--- config.mk ---
export PLATFORM = sky130hd
export DESIGN_NAME = hng_ctrl
export DESIGN_NICKNAME = d
export VERILOG_FILES = /design/src/design/hng_pkg.sv /design/src/design/hng_ctrl.sv
export SDC_FILE = /design/constraint.sdc
export NUM_CORES = 1
export LEC_CHECK = 0
export ABC_AREA = 1
export ABC_CLOCK_PERIOD_IN_PS = 1900
export BUFFER_PORTS_ARGS = -buffer_cell sky130_fd_sc_hd__buf_4
export CAP_MARGIN = 20
export CORE_AREA = 2 2 39 41
export DETAILED_ROUTE_END_ITERATION = 12
export DIE_AREA = 0 0 41 43
export PLACE_DENSITY_LB_ADDON = 0.2
export SLEW_MARGIN = 30
export SYNTH_ARGS = -nofsm -noshare
export SYNTH_HDL_FRONTEND = slang
export SYNTH_SLANG_ARGS = --single-unit
--- constraint.sdc ---
create_clock -name clk -period 1.9 [get_ports clk]
set_clock_uncertainty 0.2 [all_clocks]
set_input_delay 0.19 -clock clk [delete_from_list [all_inputs] [get_ports clk]]
set_output_delay 0.19 -clock clk [all_outputs]
set_load 0.005 [all_outputs]
--- src/design/hng_pkg.sv ---
package hng_pkg;

	// Register indexes on the configuration port
	localparam int unsigned CFG_IDX_W = 3;
	localparam int unsigned CFG_DATA_W = 17;

	localparam logic [CFG_IDX_W-1:0] CFG_OPEN_THRESHOLD = 3'd0;
	localparam logic [CFG_IDX_W-1:0] CFG_HYSTERESIS     = 3'd1;
	localparam logic [CFG_IDX_W-1:0] CFG_HOLD_SAMPLES   = 3'd2;
	localparam logic [CFG_IDX_W-1:0] CFG_ATTACK_COEFF   = 3'd3;
	localparam logic [CFG_IDX_W-1:0] CFG_RELEASE_COEFF  = 3'd4;
	localparam logic [CFG_IDX_W-1:0] CFG_RANGE_GAIN     = 3'd5;
	localparam logic [CFG_IDX_W-1:0] CFG_LOOKAHEAD_LEN  = 3'd6;

	// Fixed field widths
	localparam int unsigned LEVEL_W = 16;
	localparam int unsigned HYST_W  = 12;
	localparam int unsigned HOLD_W  = 15;
	localparam int unsigned COEFF_W = 16;
	localparam int unsigned GAIN_W  = 17;
	localparam int unsigned LA_W    = 11;

	// Unity in Q1.16, kept at gain width
	localparam logic [GAIN_W-1:0] UNITY = 17'h10000;

	// Register values after reset
	localparam logic [LEVEL_W-1:0] RST_OPEN_THRESHOLD = 16'hE200;
	localparam logic [HYST_W-1:0]  RST_HYSTERESIS     = 12'd768;
	localparam logic [HOLD_W-1:0]  RST_HOLD_SAMPLES   = 15'd2400;
	localparam logic [COEFF_W-1:0] RST_ATTACK_COEFF   = 16'd65263;
	localparam logic [COEFF_W-1:0] RST_RELEASE_COEFF  = 16'd65522;
	localparam logic [GAIN_W-1:0]  RST_RANGE_GAIN     = 17'd0;
	localparam logic [LA_W-1:0]    RST_LOOKAHEAD_LEN  = 11'd0;

	typedef struct packed {
		logic [LEVEL_W-1:0] open_threshold;
		logic [HYST_W-1:0]  hysteresis;
		logic [HOLD_W-1:0]  hold_samples;
		logic [COEFF_W-1:0] attack_coeff;
		logic [COEFF_W-1:0] release_coeff;
		logic [GAIN_W-1:0]  range_gain;
		logic [LA_W-1:0]    lookahead_len;
	} cfg_t;

	typedef struct packed {
		logic accept;
		logic env_step;
		logic gain_step;
		logic load_out;
	} ctrl_cmd_t;

	typedef struct packed {
		logic out_busy;
	} ctrl_status_t;

endpackage

--- src/design/hng_ctrl.sv ---
module hng_ctrl (
	input  logic                  clk,
	input  logic                  arst_n,
	input  logic                  in_valid,
	output logic                  in_ready,
	input  hng_pkg::ctrl_status_t status,
	output hng_pkg::ctrl_cmd_t    cmd
);
	import hng_pkg::*;

	localparam logic [1:0] ST_IDLE = 2'd0;
	localparam logic [1:0] ST_ENV  = 2'd1;
	localparam logic [1:0] ST_GAIN = 2'd2;
	localparam logic [1:0] ST_MUL  = 2'd3;

	logic [1:0] state_q;
	logic [1:0] state_next;

	assign in_ready = (state_q == ST_IDLE);

	// Sequence one frame: gate, envelope, gain, sample multiply
	always_comb begin
		cmd = '0;
		state_next = state_q;
		case (state_q)
			ST_IDLE: begin
				if (in_valid) begin
					cmd.accept = 1'b1;
					state_next = ST_ENV;
				end
			end
			ST_ENV: begin
				cmd.env_step = 1'b1;
				state_next = ST_GAIN;
			end
			ST_GAIN: begin
				cmd.gain_step = 1'b1;
				state_next = ST_MUL;
			end
			ST_MUL: begin
				// Hold until the output register can take the result
				if (!status.out_busy) begin
					cmd.load_out = 1'b1;
					state_next = ST_IDLE;
				end
			end
			default: state_next = ST_IDLE;
		endcase
	end

	always_ff @(posedge clk or negedge arst_n) begin
		if (!arst_n) begin
			state_q <= ST_IDLE;
		end else begin
			state_q <= state_next;
		end
	end

endmodule

======== Yosys cells after proc, flatten, opt, wreduce, memory -nomap -nowiden ========
Index checks and enable logic that the tools add are counted.
storage, ports and cells
  register bits after elaboration ......... 2
operators by class
  equal/unequal tests ..................... 5
  mux-type cells .......................... 9
  reductions and logical operators ........ 2
operators with widths
  cell                                                             count
  2-bit one-hot mux with 4 select lines                            1
  1-bit two-way mux                                                6
  2-bit == test, second input constant                             2
  2-bit two-way mux                                                2
  2-bit inequality test, second input constant                     2
  2-bit by 1-bit == test with 1-bit output, second input constant  1
  2-bit logical NOT                                                1
  2-bit AND reduction                                              1

======== Longest topological paths before layout ========
  depth after elaboration ................. 3
  depth in mapped cells ................... 6

======== Worst setup path before layout ========
Ideal clock, no wire load.
  path type ............................... register to register
  from .................................... register state_q[0]
  to ...................................... register state_q[0]
  library setup time ...................... 0.117 ns
  arrival time ............................ 0.899 ns
  required time ........................... 1.583 ns
  path slack .............................. 0.684 ns
  stages on the path, launching flop included .. 7
  buffers on the path ..................... 0
  cells stage by stage .................... dfrtp_1 > inv_1 > ha_1 > nand2_2 > nand2_2 > nand2_1 > nand2_1
on the way
  word-level cells in the longest chain between the ends .. 3
ends and longest elaborated chain
  element                          line            text
  start: declaration               hng_ctrl.sv:16  logic [1:0] state_q;
  start signal: assignment         hng_ctrl.sv:55  state_q <= state_next;
  2-bit logical NOT *              n/a
  via in_ready                     hng_ctrl.sv:5   output logic in_ready,
  2-bit inequality test (no line)  n/a
  2-bit AND reduction (no line)    n/a
The timed path passes the listed nets; every way through them passes the cells marked *.
A chain may end at the register's enable or synchronous reset.

==> impl_metrics.json <==
{
  "cp_common_cell": "inv_1",
  "dr_total_vias": 172,
  "largest_reg_flops": 2,
  "nets": 47,
  "layout.cells.non_filler": 53,
  "die_w_um": 41,
  "final-seq-area_um2": 50.0,
  "synth_fp_nets": 33,
  "max_slew_margin_pct": 89.6,
  "setup_tns_ps": 0,
  "critPathKind": "register to output port",
  "fillers": 151,
  "finalCriticalPeriod_ps": 1560,
  "routedWlPerCell_um": 6.53,
  "dieArea_um2": 1760,
  "fin_crit_sh_pct": 82.2,
  "slew_violations": 0,
  "gp_congestion": 0.601,
  "vias_per_cell": 3.25,
  "cp-end-kind": "output port",
  "drt_first_pass_iters": 1,
  "syn_area_per_cell_um2": 7.26,
  "dpl-instance-area_um2": 262,
  "multiInputGateArea_um2": 105,
  "crit_slowest_cell": "dfrtp_1",
  "path_clk_slew_ps": 30,
  "wl_met1_um": 165,
  "rsz0062_at_grt": "no",
  "setup_ws_ps": 337,
  "port_buffers": 8,
  "syn_inst": 25,
  "top_layer": "met3",
  "wl_met3_um": 21,
  "yosys_warnings": 0,
  "status": "complete, no violations",
  "cts_hold_buf": 1,
  "routed_wl_um": 346,
  "rows": 14,
  "cts_buffer_depth": 2,
  "max_flop_register": "state_q",
  "wl_met2_um": 158,
  "core_um2": 1380,
  "hold_path.class": "input port to asynchronous set/reset pin",
  "drive_gt1_share_pct": 37.8,
  "p_leak_nw": 0.179,
  "grt_pass1_wl_um": 545,
  "grt_pass1_vias": 158,
  "synth-seq-area-share_pct": 27.6,
  "finalSetupViolations": 0,
  "cts_sinks": 2,
  "antenna_found_initial": 0,
  "crit_path_max_fanout": 4,
  "cts_root_buf": "clkbuf_4",
  "final_cell_mix": "buf_4, inv_1, nand2_1",
  "drv_cap": 0,
  "dp_cells": 49,
  "cpLargestDelayFamily": "flip-flops",
  "pin_count": 9,
  "dp_hpwl_um": 278,
  "drt_iter0_markers": 0,
  "cp.arrival_ps": 1170,
  "cts_made_buffers": 3,
  "cts_tree": "built",
  "finalInstanceArea_um2": 294,
  "worstPathRequired_ps": 1510,
  "vdd_ir_drop_max_v": 0.000520,
  "fmax_ghz": 0.640,
  "h-tree-depth": 1,
  "reg_top3": "state_q (2)",
  "slowest_delay_ps": 390,
  "cp_cell_sequence": "inv_1 -> ha_1 -> nand2_1 -> inv_1 -> buf_4",
  "cp-start-kind": "register",
  "post_cts_resized": 0,
  "worst_pin_slew_ps": 157,
  "drc_errors": 0,
  "hold_viol": 0,
  "grt_usage_pct": 4.82,
  "die_h_um": 43,
  "final_common_cell": "buf_4",
  "start_util_pct": 13.1,
  "p_per_area_nw_per_um2": 1470,
  "final_antenna_net_count": 0,
  "synth_seq_cells": 2,
  "postCtsSetupBuffers": 0,
  "insertion_delay_ps": 220,
  "ys_types": 7,
  "grt_overflow": 0,
  "post-place-ws_ps": 566,
  "grt_start_max_net_pins": 5,
  "num_antenna_cells": 0,
  "cp_num_buf_inv": 3,
  "syn_area_um2": 181,
  "syn2layout_area_growth_pct": 62.1
}
cell families (layout without fill, tap and decap cells):
| logic type | after synthesis | in the layout | synth area share, % |
|---|---|---|---|
| simple gates | 12 | 12 | 30.3 |
| buf+inv | 7 | 19 | 14.5 |
| fa+ha+maj | 4 | 4 | 27.6 |
| flops | 2 | 2 | 27.6 |
cell usage after synthesis:
master | instances | area share (%)
nor2_1 | 1 | 2.1
dfrtp_1 | 2 | 28
nand2_1 | 6 | 12
ha_1 | 4 | 28
inv_1 | 7 | 14
nand3_1 | 2 | 5.5
nand2_2 | 3 | 10
area by class of cell:
class,count,share of cell area (%)
multi-input combinational,16,35.7
tap,16,6.81
timing repair buffer,9,23.8
sequential,2,17.0
clock buffer,3,7.66
inverter,7,8.94
worst paths after layout:
| path | start | slack (ps) | to | cells past startpoint |
|---|---|---|---|---|
| min in group clk | status | 100 | state_q[1] | 4 |
| worst max-delay path | state_q[0] | 340 | cmd[3] | 5 |
| worst max register to register | state_q[0] | 610 | state_q[1] | 6 |
| worst min register to register | state_q[1] | 340 | state_q[1] | 2 |
| max in group asynchronous | arst_n | 1320 | state_q[1] | 2 |
| worst min-delay path | arst_n | 90 | state_q[0] | 2 |
power breakdown:
| group | internal (W) | switching (W) | total, W |
|---|---|---|---|
| Clock | 0.0000696 | 0.0000233 | 0.0000929 |
| Sequential | 0.0000671 | 0.0000248 | 0.0000920 |
| Combinational | 0.000125 | 0.000122 | 0.000246 |
| Total | 0.000261 | 0.000170 | 0.000431 |
per-stage QoR:
| stage | hold WS [ps] | utilization (%) | total power, W |
|---|---|---|---|
| after floorplan | -306 | - | 0.000241 |
| after global placement | -225 | 18.9 | 0.000345 |
| after detailed placement | -226 | 18.9 | 0.000342 |
| after CTS | 71.5 | 21.2 | 0.000444 |
| after global routing | 83.7 | 21.2 | 0.000483 |
| final | 89.8 | 21.2 | 0.000431 |
layer usage:
metal / track usage (%) / up-vias
met3: 3.14 / 0
met2: 6.25 / 5
li1: - / 95
met5: 0 / -
met1: 5.14 / 72
met4: 4.00 / 0
No activity file was read; power rests on OpenSTA's default activity.
