**src/design/hng_pkg.sv**
```systemverilog
package hng_pkg;

	// Register indexes on the configuration port
	localparam int unsigned CFG_IDX_W = 3;
	localparam int unsigned CFG_DATA_W = 17;

	localparam logic [CFG_IDX_W-1:0] CFG_OPEN_THRESHOLD = 3'd0;
	localparam logic [CFG_IDX_W-1:0] CFG_HYSTERESIS     = 3'd1;
	localparam logic [CFG_IDX_W-1:0] CFG_HOLD_SAMPLES   = 3'd2;
	localparam logic [CFG_IDX_W-1:0] CFG_ATTACK_COEFF   = 3'd3;
	localparam logic [CFG_IDX_W-1:0] CFG_RELEASE_COEFF  = 3'd4;
	localparam logic [CFG_IDX_W-1:0] CFG_RANGE_GAIN     = 3'd5;
	localparam logic [CFG_IDX_W-1:0] CFG_LOOKAHEAD_LEN  = 3'd6;

	// Fixed field widths
	localparam int unsigned LEVEL_W = 16;
	localparam int unsigned HYST_W  = 12;
	localparam int unsigned HOLD_W  = 15;
	localparam int unsigned COEFF_W = 16;
	localparam int unsigned GAIN_W  = 17;
	localparam int unsigned LA_W    = 11;

	// Unity in Q1.16, kept at gain width
	localparam logic [GAIN_W-1:0] UNITY = 17'h10000;

	// Register values after reset
	localparam logic [LEVEL_W-1:0] RST_OPEN_THRESHOLD = 16'hE200;
	localparam logic [HYST_W-1:0]  RST_HYSTERESIS     = 12'd768;
	localparam logic [HOLD_W-1:0]  RST_HOLD_SAMPLES   = 15'd2400;
	localparam logic [COEFF_W-1:0] RST_ATTACK_COEFF   = 16'd65263;
	localparam logic [COEFF_W-1:0] RST_RELEASE_COEFF  = 16'd65522;
	localparam logic [GAIN_W-1:0]  RST_RANGE_GAIN     = 17'd0;
	localparam logic [LA_W-1:0]    RST_LOOKAHEAD_LEN  = 11'd0;

	typedef struct packed {
		logic [LEVEL_W-1:0] open_threshold;
		logic [HYST_W-1:0]  hysteresis;
		logic [HOLD_W-1:0]  hold_samples;
		logic [COEFF_W-1:0] attack_coeff;
		logic [COEFF_W-1:0] release_coeff;
		logic [GAIN_W-1:0]  range_gain;
		logic [LA_W-1:0]    lookahead_len;
	} cfg_t;

	typedef struct packed {
		logic accept;
		logic env_step;
		logic gain_step;
		logic load_out;
	} ctrl_cmd_t;

	typedef struct packed {
		logic out_busy;
	} ctrl_status_t;

endpackage

```
**src/design/hng_cfg.sv**
```systemverilog
module hng_cfg #(
	parameter int unsigned MAX_LOOKAHEAD = 1024
) (
	input  logic                           clk,
	input  logic                           arst_n,
	input  logic                           cfg_valid,
	output logic                           cfg_ready,
	input  logic [hng_pkg::CFG_IDX_W-1:0]  cfg_index,
	input  logic [hng_pkg::CFG_DATA_W-1:0] cfg_data,
	output hng_pkg::cfg_t                  cfg,
	output logic                           la_restart
);
	import hng_pkg::*;

	localparam logic [LA_W-1:0] LA_CAP = (MAX_LOOKAHEAD > 2047) ? 11'h7FF : LA_W'(MAX_LOOKAHEAD);

	cfg_t             cfg_q;
	logic             wr;
	logic [GAIN_W-1:0] range_sat;
	logic [LA_W-1:0]  la_sat;

	assign cfg_ready = 1'b1;
	assign wr = cfg_valid && cfg_ready;
	assign cfg = cfg_q;

	// Clamp range to unity and lookahead to the delay depth
	always_comb begin
		range_sat = (cfg_data[GAIN_W-1:0] > UNITY) ? UNITY : cfg_data[GAIN_W-1:0];
		la_sat = (cfg_data[LA_W-1:0] > LA_CAP) ? LA_CAP : cfg_data[LA_W-1:0];
	end

	// Restart the delay position when the lookahead length really changes
	assign la_restart = wr && (cfg_index == CFG_LOOKAHEAD_LEN) && (la_sat != cfg_q.lookahead_len);

	// Register file
	always_ff @(posedge clk or negedge arst_n) begin
		if (!arst_n) begin
			cfg_q.open_threshold <= RST_OPEN_THRESHOLD;
			cfg_q.hysteresis     <= RST_HYSTERESIS;
			cfg_q.hold_samples   <= RST_HOLD_SAMPLES;
			cfg_q.attack_coeff   <= RST_ATTACK_COEFF;
			cfg_q.release_coeff  <= RST_RELEASE_COEFF;
			cfg_q.range_gain     <= RST_RANGE_GAIN;
			cfg_q.lookahead_len  <= RST_LOOKAHEAD_LEN;
		end else if (wr) begin
			case (cfg_index)
				CFG_OPEN_THRESHOLD: cfg_q.open_threshold <= cfg_data[LEVEL_W-1:0];
				CFG_HYSTERESIS:     cfg_q.hysteresis     <= cfg_data[HYST_W-1:0];
				CFG_HOLD_SAMPLES:   cfg_q.hold_samples   <= cfg_data[HOLD_W-1:0];
				CFG_ATTACK_COEFF:   cfg_q.attack_coeff   <= cfg_data[COEFF_W-1:0];
				CFG_RELEASE_COEFF:  cfg_q.release_coeff  <= cfg_data[COEFF_W-1:0];
				CFG_RANGE_GAIN:     cfg_q.range_gain     <= range_sat;
				CFG_LOOKAHEAD_LEN:  cfg_q.lookahead_len  <= la_sat;
				default: ;
			endcase
		end
	end

endmodule

```
**config.mk**
```make
export PLATFORM = sky130hd
export DESIGN_NAME = hng_cfg
export DESIGN_NICKNAME = d
export VERILOG_FILES = /design/src/design/hng_pkg.sv /design/src/design/hng_cfg.sv
export SDC_FILE = /design/constraint.sdc
export NUM_CORES = 1
export LEC_CHECK = 0
export BUFFER_PORTS_ARGS = -buffer_cell sky130_fd_sc_hd__clkbuf_2
export CAP_MARGIN = 20
export CELL_PAD_IN_SITES_DETAIL_PLACEMENT = 0
export CELL_PAD_IN_SITES_GLOBAL_PLACEMENT = 1
export CORE_MARGIN = 2
export CORE_UTILIZATION = 37
export CTS_CLUSTER_DIAMETER = 30
export DETAILED_ROUTE_END_ITERATION = 8
export PLACE_DENSITY = 0.81
export REMOVE_ABC_BUFFERS = 1
export SLEW_MARGIN = 20
export SYNTH_ARGS = -nofsm -noshare
export SYNTH_HDL_FRONTEND = slang
export SYNTH_SLANG_ARGS = --single-unit
```
**constraint.sdc**
```tcl
create_clock -name clk -period 1.55 [get_ports clk]
set_input_delay 0.31 -clock clk [delete_from_list [all_inputs] [get_ports clk]]
set_output_delay 0.31 -clock clk [all_outputs]
set_load 0.05 [all_outputs]
```
Yosys cells after proc, flatten, opt, wreduce, memory -nomap -nowiden
Cells that the tools add are included.
{"block": "word_totals", "reg_bits": 103, "inputBits": 23, "out_inout_bits": 105, "word_cells": 28}
{"block": "classes", "magnitude_cmp": 2, "n_eq_ne": 7, "muxes": 2, "n_reduce_logical": 10}
{"op": "greater-than comparator 17 bit, second input constant", "n": 1}
{"op": "two-way mux 17 bit", "n": 1}
{"op": "AND reduction 2 bit", "n": 7}
{"op": "greater-than comparator 11 bit, second input constant", "n": 1}
{"op": "two-way mux 11 bit", "n": 1}
{"op": "!= test 11 bit", "n": 1}
{"op": "equality test 3 bit, second input constant", "n": 3}
{"op": "equality test 3 x 2 -> 1 bit, second input constant", "n": 2}
{"op": "equality test 3 x 1 -> 1 bit, second input constant", "n": 1}
{"op": "zero test 3 bit", "n": 1}
{"op": "logical AND 1 bit", "n": 2}

Longest topological paths before layout
Gate-level depths: netlist of the first run.
{"block": "depth", "ltp_word": 4, "depth_mapped": 7, "mapped_depth_nobuf": 5}

Worst setup path before layout of the first run
No wires, ideal clock.
{"block": "synth_path", "path_kind": "register -> output", "from": "register cfg_q, in the netlist cfg[3]", "to": "output port la_restart", "arrival_time_ps": 1968, "required_ps": 1240, "setup_slack_ps": -728, "path_stages_with_launch": 5, "n_path_buf": 0, "cell_sequence": "dfrtp_1 nor2_1 o21bai_1 mux2_2 a31oi_1"}
{"block": "synth_via", "elab_chain_cells": 2}
{"element": "start, declared", "line": "hng_cfg.sv:17", "rtl": "cfg_t cfg_q;"}
{"element": "!= test 11 bit", "line": "hng_cfg.sv:33", "rtl": "assign la_restart = wr && (cfg_index == CFG_LOOKAHEAD_LEN) && (la_sat != cfg_q.lookahead_len);"}
{"element": "logical AND 1 bit", "line": "hng_cfg.sv:33"}
{"element": "end, declared", "line": "hng_cfg.sv:11", "rtl": "output logic la_restart"}
Every way passes these cells.

Worst setup path after layout of the first run
{"block": "layout_path", "from": "register cfg_q, in the netlist cfg[1]", "to": "output port la_restart"}
Same word-level chain as after synthesis.

==> flow_summary.html, run 1 <==
<table>
<tr><th>Metric</th><th>Value</th></tr>
<tr><th colspan="2">Route</th></tr>
<tr><td>First-pass iteration count of the detailed router</td><td>4</td></tr>
<tr><td>DRC viols</td><td>0</td></tr>
<tr><td>Final Routed Wirelength</td><td>around 11000 um</td></tr>
<tr><td>Via density per instance</td><td>about 4.9</td></tr>
<tr><td>Number of nets with antenna violations after detailed routing</td><td>0</td></tr>
<tr><td>Average wire length per cell after detail routing</td><td>17.6 um</td></tr>
<tr><td>Iteration-0 DRC Markers</td><td>about 100</td></tr>
<tr><td>Number of vias after detailed routing</td><td>3078</td></tr>
<tr><th colspan="2">Hold path</th></tr>
<tr><td>Start point of the worst min-delay path</td><td>cfg_data[15]</td></tr>
<tr><td>Worst Hold End</td><td>cfg[26]</td></tr>
<tr><td>Worst Hold Path Cells</td><td>3</td></tr>
<tr><td>HP Class</td><td>primary input to flop</td></tr>
<tr><th colspan="2">Job</th></tr>
<tr><td>Max-capacitance violation count</td><td>0</td></tr>
<tr><th colspan="2">Global routing</th></tr>
<tr><td>Number of global-route vias before repair</td><td>between 3000 and 4000</td></tr>
<tr><td>Overflow after GRT</td><td>0</td></tr>
<tr><td>Initial antenna violation count</td><td>0</td></tr>
<tr><td>Global routing usage summed across all routing layers</td><td>18.7%</td></tr>
<tr><td>Pin count of the biggest net entering global routing</td><td>44</td></tr>
<tr><td>First-pass GRT wire length</td><td>between 15000 and 20000 um</td></tr>
<tr><th colspan="2">Power</th></tr>
<tr><td>Total power divided by cell area</td><td>1660 mW/mm^2</td></tr>
<tr><td>Total power draw</td><td>between 9 and 10 mW</td></tr>
<tr><td>Max rail drop VDD</td><td>between 0.0008 and 0.0009 V</td></tr>
<tr><td>Static power due to leakage</td><td>between 2 and 3 nW</td></tr>
<tr><th colspan="2">Logic synthesis</th></tr>
<tr><td>Cells taking the most area after synthesis</td><td>sky130_fd_sc_hd__dfrtp_1 39%, sky130_fd_sc_hd__dfstp_2 23%, sky130_fd_sc_hd__mux2_2 19%</td></tr>
<tr><td>Mapped Avg Cell Area</td><td>approximately 14 sq um</td></tr>
<tr><td>Cell area after synthesis</td><td>around 0.0043 sq mm</td></tr>
<tr><td>Share of the synthesized area in the top cell type</td><td>38.6%</td></tr>
<tr><td>Sequential area share after synthesis</td><td>61.4%</td></tr>
<tr><td>Count of unique library cells instantiated by Yosys</td><td>38</td></tr>
<tr><td>Gate count of the mapped netlist</td><td>between 300 and 400</td></tr>
<tr><td>Synth Warn #</td><td>0</td></tr>
<tr><td>Leading area contributor after synthesis</td><td>sky130_fd_sc_hd__dfrtp_1</td></tr>
<tr><td>Synthesis-stage register bit count</td><td>103</td></tr>
<tr><th colspan="2">Critical path</th></tr>
<tr><td>Worst path cell trace</td><td>buf_4, o32a_1, nor3_2, a31oi_2, buf_12</td></tr>
<tr><td>Crit path required time</td><td>roughly 1200 ps</td></tr>
<tr><td>Beginning of the worst register-to-register path</td><td>cfg[5]</td></tr>
<tr><td>Worst setup path class</td><td>flop to output port</td></tr>
<tr><td>Largest incremental delay on the critical path</td><td>slightly above 400 ps</td></tr>
<tr><td>R2R cell count</td><td>4</td></tr>
<tr><td>Launch point of the critical path</td><td>cfg[1]</td></tr>
<tr><td>Element type at the critical path start</td><td>flop</td></tr>
<tr><td>Highest-delay cell along the critical path</td><td>sky130_fd_sc_hd__dfrtp_1</td></tr>
<tr><td>Maximum fanout count along the critical path</td><td>4</td></tr>
<tr><td>Arrival @ worst endpoint</td><td>around 1800 ps</td></tr>
<tr><td>R2R setup slack</td><td>620 ps</td></tr>
<tr><td>Endpoint of the worst-slack reg-to-reg timing path</td><td>cfg[5]</td></tr>
<tr><td>Capturing element type of the critical path</td><td>output port</td></tr>
<tr><th colspan="2">Layout</th></tr>
<tr><td>Post-synthesis to final-layout area growth</td><td>38.4%</td></tr>
<tr><td>Multi-input gate area in the final layout</td><td>between 0.0015 and 0.002 sq mm</td></tr>
<tr><td>Number of non-filler instances in the completed layout</td><td>just over 600</td></tr>
<tr><td>Diode insertion count for antenna repair</td><td>0</td></tr>
<tr><td>Flip-flop count of the largest register after layout</td><td>103</td></tr>
<tr><td>Net total in the final layout</td><td>around 500</td></tr>
<tr><td>Commonest non-fill, non-tap cell in the layout</td><td>sky130_fd_sc_hd__clkbuf_2</td></tr>
<tr><td>Commonest cells after routing, fill and taps aside</td><td>121 x sky130_fd_sc_hd__clkbuf_2, 72 x sky130_fd_sc_hd__mux2_2, 66 x sky130_fd_sc_hd__dfrtp_1</td></tr>
<tr><td>Register area</td><td>about 0.0026 sq mm</td></tr>
<tr><td>Ratio of cells with drive above 1 in the final layout</td><td>between 60 and 70%</td></tr>
<tr><td>Number of filler instances in the final layout</td><td>1010</td></tr>
<tr><th colspan="2">CTS</th></tr>
<tr><td>Clk pin slew, worst setup/hold paths</td><td>roughly 70 ps</td></tr>
<tr><td>Buffer type at the clock tree root</td><td>sky130_fd_sc_hd__clkbuf_16</td></tr>
<tr><td>TritonCTS clock tree</td><td>done</td></tr>
<tr><td>Clock latency of the later-clocked register in the worst-skew pair</td><td>approximately 340 ps</td></tr>
<tr><td>CTS HTree Levels</td><td>3</td></tr>
<tr><td>Clock sink count</td><td>~100</td></tr>
<tr><td>Number of buffers between clock root and the deepest sink</td><td>2</td></tr>
<tr><td>Number of clock buffers inserted by TritonCTS</td><td>9</td></tr>
<tr><th colspan="2">STA</th></tr>
<tr><td>Final Hold Vio Count</td><td>0</td></tr>
<tr><td>Setup repair after global routing missed its margin</td><td>yes</td></tr>
<tr><td>Minimum period implied by the final worst setup slack</td><td>~2100 ps</td></tr>
<tr><td>Final setup fails</td><td>1</td></tr>
<tr><td>Setup slack of the critical path after layout</td><td>-536 ps</td></tr>
<tr><td>Post-route clock period utilization</td><td>135%</td></tr>
<tr><td>Max Fclk</td><td>479 MHz</td></tr>
<tr><td>Slew Viols, Final</td><td>0</td></tr>
<tr><td>Fin Clk Skew</td><td>0 ps</td></tr>
<tr><th colspan="2">Floorplan</th></tr>
<tr><td>Num ports</td><td>~130</td></tr>
<tr><td>Core box area</td><td>roughly 0.011 sq mm</td></tr>
<tr><td>Chip Height</td><td>~110 um</td></tr>
<tr><td>Horizontal die dimension</td><td>approximately 110 um</td></tr>
<tr><td>DIE AREA</td><td>roughly 0.012 sq mm</td></tr>
<tr><td>Starting Density</td><td>37.6%</td></tr>
<tr><td>Row Count</td><td>39</td></tr>
<tr><th colspan="2">Outcome</th></tr>
<tr><td>Violations in the final reports</td><td>setup timing</td></tr>
<tr><td>Outcome</td><td>finished, violations left</td></tr>
<tr><th colspan="2">Placement</th></tr>
<tr><td>Post-DP HPWL</td><td>~8200 um</td></tr>
<tr><td>Final weighted congestion in routability-driven placement</td><td>a little over 0.8</td></tr>
<tr><td>I/O Buffers</td><td>126</td></tr>
<tr><td># placed instances</td><td>between 600 and 700</td></tr>
</table>
Yosys cell counts:
cell / n
sky130_fd_sc_hd__o31ai_1: 3
sky130_fd_sc_hd__nor3b_4: 1
sky130_fd_sc_hd__dfstp_2: 37
sky130_fd_sc_hd__buf_2: 6
sky130_fd_sc_hd__dfrtp_1: 66
sky130_fd_sc_hd__nor3_2: 1
sky130_fd_sc_hd__nor2_1: 10
sky130_fd_sc_hd__a31oi_1: 3
sky130_fd_sc_hd__mux2_2: 72
sky130_fd_sc_hd__nor3_1: 1
sky130_fd_sc_hd__o2111ai_1: 1
sky130_fd_sc_hd__nand2b_2: 1
sky130_fd_sc_hd__o21a_1: 1
sky130_fd_sc_hd__nor4_1: 2
sky130_fd_sc_hd__conb_1: 1
sky130_fd_sc_hd__nor3b_1: 1
sky130_fd_sc_hd__clkbuf_1: 6
sky130_fd_sc_hd__or2b_1: 1
sky130_fd_sc_hd__nor3_4: 1
sky130_fd_sc_hd__inv_1: 3
sky130_fd_sc_hd__mux2_1: 4
sky130_fd_sc_hd__o21ai_0: 14
sky130_fd_sc_hd__nand3_2: 1
sky130_fd_sc_hd__xnor2_1: 2
sky130_fd_sc_hd__o32a_1: 2
sky130_fd_sc_hd__o21bai_1: 2
sky130_fd_sc_hd__buf_4: 7
sky130_fd_sc_hd__xor2_1: 1
sky130_fd_sc_hd__nand4b_1: 3
sky130_fd_sc_hd__nand2b_1: 9
sky130_fd_sc_hd__a222oi_1: 1
sky130_fd_sc_hd__buf_6: 2
sky130_fd_sc_hd__nand3b_1: 1
sky130_fd_sc_hd__a22o_1: 14
sky130_fd_sc_hd__nand2_1: 17
sky130_fd_sc_hd__a21oi_4: 1
sky130_fd_sc_hd__nor4bb_1: 2
sky130_fd_sc_hd__and4_1: 1
per-stage QoR:
stage | utilization (%) | area, sq um | setup WS (ps) | TNS (ps) | hold slack (ps)
after floorplan | - | 4150 | -728 | -7060 | 14.4
after global placement | 48.3 | 5490 | -437 | -6340 | 222
after detailed placement | 48.3 | 5490 | -587 | -6520 | 226
after CTS | 51.8 | 5890 | -552 | -552 | 249
after global routing | 52.1 | 5920 | -646 | -646 | 287
final | 52.1 | 5920 | -536 | -536 | 267
worst max path at each step:
stage	to	depth (start not counted)
5_1_grt	la_restart	6
4_1_cts	la_restart	5
6_report	la_restart	5
3_5_place_dp	la_restart	8
3_3_place_gp	la_restart	8
2_1_floorplan	la_restart	4
cell type report:
class	instances	share of cell area, %
Tap cell	143	3.02
Clock buffer	10	3.87
Multi-Input combinational cell	175	26.8
Sequential cell	103	44.3
Clock inverter	6	1.84
Timing Repair Buffer	183	20.0
Inverter	3	0.190
critical path, delay by kind of cell, from the launching register on:
| family | cells | cell delay [ps] |
|---|---|---|
| AO/OA/AOI/OAI | 2 | 500 |
| buffers and inverters | 2 | 310 |
| flip-flops | 1 | 410 |
| AND/OR/NAND/NOR | 1 | 210 |
report_power, final:
group / leakage, nW / switching [mW] / internal (mW)
sequential: 1.21 / 0.311 / 3.38
clock: 0.166 / 0.977 / 1.58
combinational: 1.40 / 2.60 / 0.965
total: 2.78 / 3.89 / 5.92
cells by family (layout without fill, tap and decap cells):
| logic type | after synthesis | count (layout) | share of synthesized area [%] |
|---|---|---|---|
| AO/OA/AOI/OAI | 42 | 42 | 7.29 |
| AND/OR/NAND/NOR | 53 | 53 | 7.40 |
| XOR/XNOR | 3 | 3 | 0.615 |
| other | 1 | 1 | 0.0877 |
| multiplexers | 76 | 76 | 20.0 |
| flip-flops | 103 | 103 | 61.4 |
| buffers and inverters | 24 | 202 | 3.25 |
metal layers:
| layer | GRT usage [%] | wire length, um | up-vias |
|---|---|---|---|
| met5 | 0 | 0 | - |
| met4 | 5.93 | 140 | 0 |
| met3 | 4.41 | 614 | 9 |
| met2 | 29.8 | 5280 | 83 |
| met1 | 25.5 | 4950 | 1567 |
| li1 | - | - | 1419 |
repair_timing:
| action | CTS | global route |
|---|---|---|
| setup buffers | 2 | 0 |
| setup endpoints to repair | 15 | 17 |
| resized for setup | 9 | 7 |
| endpoints found under the hold margin | 13 | 0 |
| hold buffers | 1 | 0 |
| pin swaps | 6 | 1 |
| cloned | 0 | 0 |
Power figures use the tool's default switching activity.
==> run 2, diff against run 1 <==
Settings changed: RECOVER_POWER set to 25.
==> flow_summary.html, run 2 (synthesized netlist as in run 1, its figures left out) <==
<table>
<tr><th>Metric</th><th>Value</th></tr>
<tr><th colspan="2">Outcome</th></tr>
<tr><td>Outcome</td><td>finished, violations left</td></tr>
<tr><td>Violations in the final reports</td><td>setup timing</td></tr>
<tr><th colspan="2">Global routing</th></tr>
<tr><td>Initial antenna violation count</td><td>0</td></tr>
<tr><td>First-pass GRT wire length</td><td>between 15000 and 20000 um</td></tr>
<tr><td>Number of global-route vias before repair</td><td>between 3000 and 4000</td></tr>
<tr><td>Overflow after GRT</td><td>0</td></tr>
<tr><td>Pin count of the biggest net entering global routing</td><td>44</td></tr>
<tr><td>Global routing usage summed across all routing layers</td><td>roughly a fifth</td></tr>
<tr><th colspan="2">Floorplan</th></tr>
<tr><td>Horizontal die dimension</td><td>around 110 um</td></tr>
<tr><td>Starting Density</td><td>between 30% and 40%</td></tr>
<tr><td>DIE AREA</td><td>0.0124 sq mm</td></tr>
<tr><td>Num ports</td><td>roughly 130</td></tr>
<tr><td>Core box area</td><td>0.0114 sq mm</td></tr>
<tr><td>Chip Height</td><td>112 um</td></tr>
<tr><td>Row Count</td><td>39</td></tr>
<tr><th colspan="2">Critical path</th></tr>
<tr><td>Crit path required time</td><td>between 1000 and 1500 ps</td></tr>
<tr><td>Element type at the critical path start</td><td>flop</td></tr>
<tr><td>Arrival @ worst endpoint</td><td>roughly 1800 ps</td></tr>
<tr><td>Maximum fanout count along the critical path</td><td>4</td></tr>
<tr><td>Worst setup path class</td><td>flop to output port</td></tr>
<tr><td>Capturing element type of the critical path</td><td>output port</td></tr>
<tr><th colspan="2">STA</th></tr>
<tr><td>Slew margin rel.</td><td>roughly 42%</td></tr>
<tr><td>Setup slack of the critical path after layout</td><td>-537 ps</td></tr>
<tr><td>Minimum period implied by the final worst setup slack</td><td>2090 ps</td></tr>
<tr><td>Final Hold Vio Count</td><td>0</td></tr>
<tr><td>Slew Viols, Final</td><td>0</td></tr>
<tr><td>Final setup fails</td><td>8</td></tr>
<tr><td>Fin Clk Skew</td><td>0 ps</td></tr>
<tr><td>Worst hold-check slack</td><td>266 ps</td></tr>
<tr><td>Post-route clock period utilization</td><td>135%</td></tr>
<tr><td>Max Fclk</td><td>479 MHz</td></tr>
<tr><td>Actual slew at the worst max-slew pin</td><td>between 800 and 900 ps</td></tr>
<tr><td>Setup repair after global routing missed its margin</td><td>yes</td></tr>
<tr><th colspan="2">Layout</th></tr>
<tr><td>Net total in the final layout</td><td>about 500</td></tr>
<tr><td>Number of non-filler instances in the completed layout</td><td>roughly 620</td></tr>
<tr><td>Post-synthesis to final-layout area growth</td><td>37.3%</td></tr>
<tr><td>Commonest cells after routing, fill and taps aside</td><td>122 x sky130_fd_sc_hd__clkbuf_2, 72 x sky130_fd_sc_hd__mux2_2, 66 x sky130_fd_sc_hd__dfrtp_1</td></tr>
<tr><td>Commonest non-fill, non-tap cell in the layout</td><td>sky130_fd_sc_hd__clkbuf_2</td></tr>
<tr><td>Diode insertion count for antenna repair</td><td>0</td></tr>
<tr><td>Flip-flop count of the largest register after layout</td><td>a little over 100</td></tr>
<tr><td>Ratio of cells with drive above 1 in the final layout</td><td>between 60% and 70%</td></tr>
<tr><td>Fraction of the core area covered by cells at the end of the flow</td><td>51.6%</td></tr>
<tr><th colspan="2">Route</th></tr>
<tr><td>Via density per instance</td><td>around 5</td></tr>
<tr><td>Number of vias after detailed routing</td><td>3076</td></tr>
<tr><td>First-pass iteration count of the detailed router</td><td>4</td></tr>
<tr><td>Average wire length per cell after detail routing</td><td>about 18 um</td></tr>
<tr><td>Final Routed Wirelength</td><td>11000 um</td></tr>
<tr><td>DRC viols</td><td>0</td></tr>
<tr><td>Number of nets with antenna violations after detailed routing</td><td>0</td></tr>
<tr><td>Iteration-0 DRC Markers</td><td>108</td></tr>
<tr><th colspan="2">Hold path</th></tr>
<tr><td>HP Class</td><td>primary input to flop</td></tr>
<tr><th colspan="2">CTS</th></tr>
<tr><td>Number of clock buffers inserted by TritonCTS</td><td>9</td></tr>
<tr><td>Number of buffers between clock root and the deepest sink</td><td>2</td></tr>
<tr><td>CTS HTree Levels</td><td>3</td></tr>
<tr><td>TritonCTS clock tree</td><td>done</td></tr>
<tr><td>Buffer type at the clock tree root</td><td>sky130_fd_sc_hd__clkbuf_16</td></tr>
<tr><td>Clock sink count</td><td>between 100 and 150</td></tr>
<tr><td>Clk pin slew, worst setup/hold paths</td><td>70 ps</td></tr>
<tr><td>Clock latency of the later-clocked register in the worst-skew pair</td><td>approximately 340 ps</td></tr>
<tr><th colspan="2">Power</th></tr>
<tr><td>Static power due to leakage</td><td>between 2 and 3 nW</td></tr>
<tr><td>Total power divided by cell area</td><td>1670 mW/mm^2</td></tr>
<tr><td>Max rail drop VDD</td><td>roughly 0.00087 V</td></tr>
<tr><th colspan="2">Job</th></tr>
<tr><td>Max-capacitance violation count</td><td>0</td></tr>
<tr><th colspan="2">Placement</th></tr>
<tr><td>Post-DP HPWL</td><td>8220 um</td></tr>
<tr><td>Final weighted congestion in routability-driven placement</td><td>slightly above 0.8</td></tr>
<tr><td>I/O Buffers</td><td>between 100 and 150</td></tr>
<tr><td># placed instances</td><td>between 600 and 700</td></tr>
<tr><td>Worst setup timing slack at the placement stage</td><td>-587 ps</td></tr>
</table>
-- run 2: cell count changes in the layout (fill, tap and decap cells not counted), sizes merged --
cell,before,now
buf,61,56
clkbuf,131,136
-- run 2: stage by stage --
stage	power, mW	setup TNS (ps)	instance area, sq um
after global routing	10.2	-2760	5870
after floorplan	6.26	-7060	4150
after global placement	7.22	-6340	5490
after detailed placement	7.29	-6520	5490
final	9.80	-1240	5870
after CTS	9.92	-552	5890
-- run 2: power breakdown --
| group | leakage, nW | switching [mW] | internal, mW |
|---|---|---|---|
| clock network | 0.166 | 0.980 | 1.58 |
| registers | 1.21 | 0.311 | 3.38 |
| logic | 1.37 | 2.60 | 0.952 |
-- run 2: path summary, 6_finish.rpt --
check | start | end | slack [ps] | depth (start not counted)
min reg2reg | cfg[52] | cfg[52] | 500 | 2
min | cfg_data[15] | cfg[26] | 270 | 3
max in group asynchronous | arst_n | cfg[59] | 250 | 3
min in group asynchronous | arst_n | cfg[93] | 480 | 2
max reg2reg | cfg[5] | cfg[5] | 600 | 4
max | cfg[1] | la_restart | -540 | 5
-- run 2: worst max-delay path, stage by stage (launching register included) --
cell and delay (ps):
sky130_fd_sc_hd__dfrtp_1 410, sky130_fd_sc_hd__buf_4 140, sky130_fd_sc_hd__o32a_1 360, sky130_fd_sc_hd__nor3_2 210
sky130_fd_sc_hd__a31oi_2 140, sky130_fd_sc_hd__buf_12 170
-- run 2: layout make-up --
class | instances | area, sq um
Inverter | 3 | 11.3
Multi-Input combinational cell | 175 | 1580
Tap cell | 143 | 179
Timing Repair Buffer | 183 | 1130
Fill cell | 1024 | 5500
Clock inverter | 6 | 109
Clock buffer | 10 | 229
Sequential cell | 103 | 2620
-- run 2: metal layers --
layer	share of wire (%)	global-route usage [%]	up-vias
met5	0	0	-
met4	1.4	5.93	0
met3	5.2	4.41	9
met2	48	29.8	83
met1	45	25.5	1566
li1	-	-	1418
-- run 2: what timing repair did --
action / in CTS / in global routing
buffers inserted: 2 / 0
endpoints found under the hold margin: 13 / 0
gates resized for setup: 9 / 7
pin swaps: 6 / 1
hold buffers: 1 / 0
setup endpoints to repair: 15 / 17
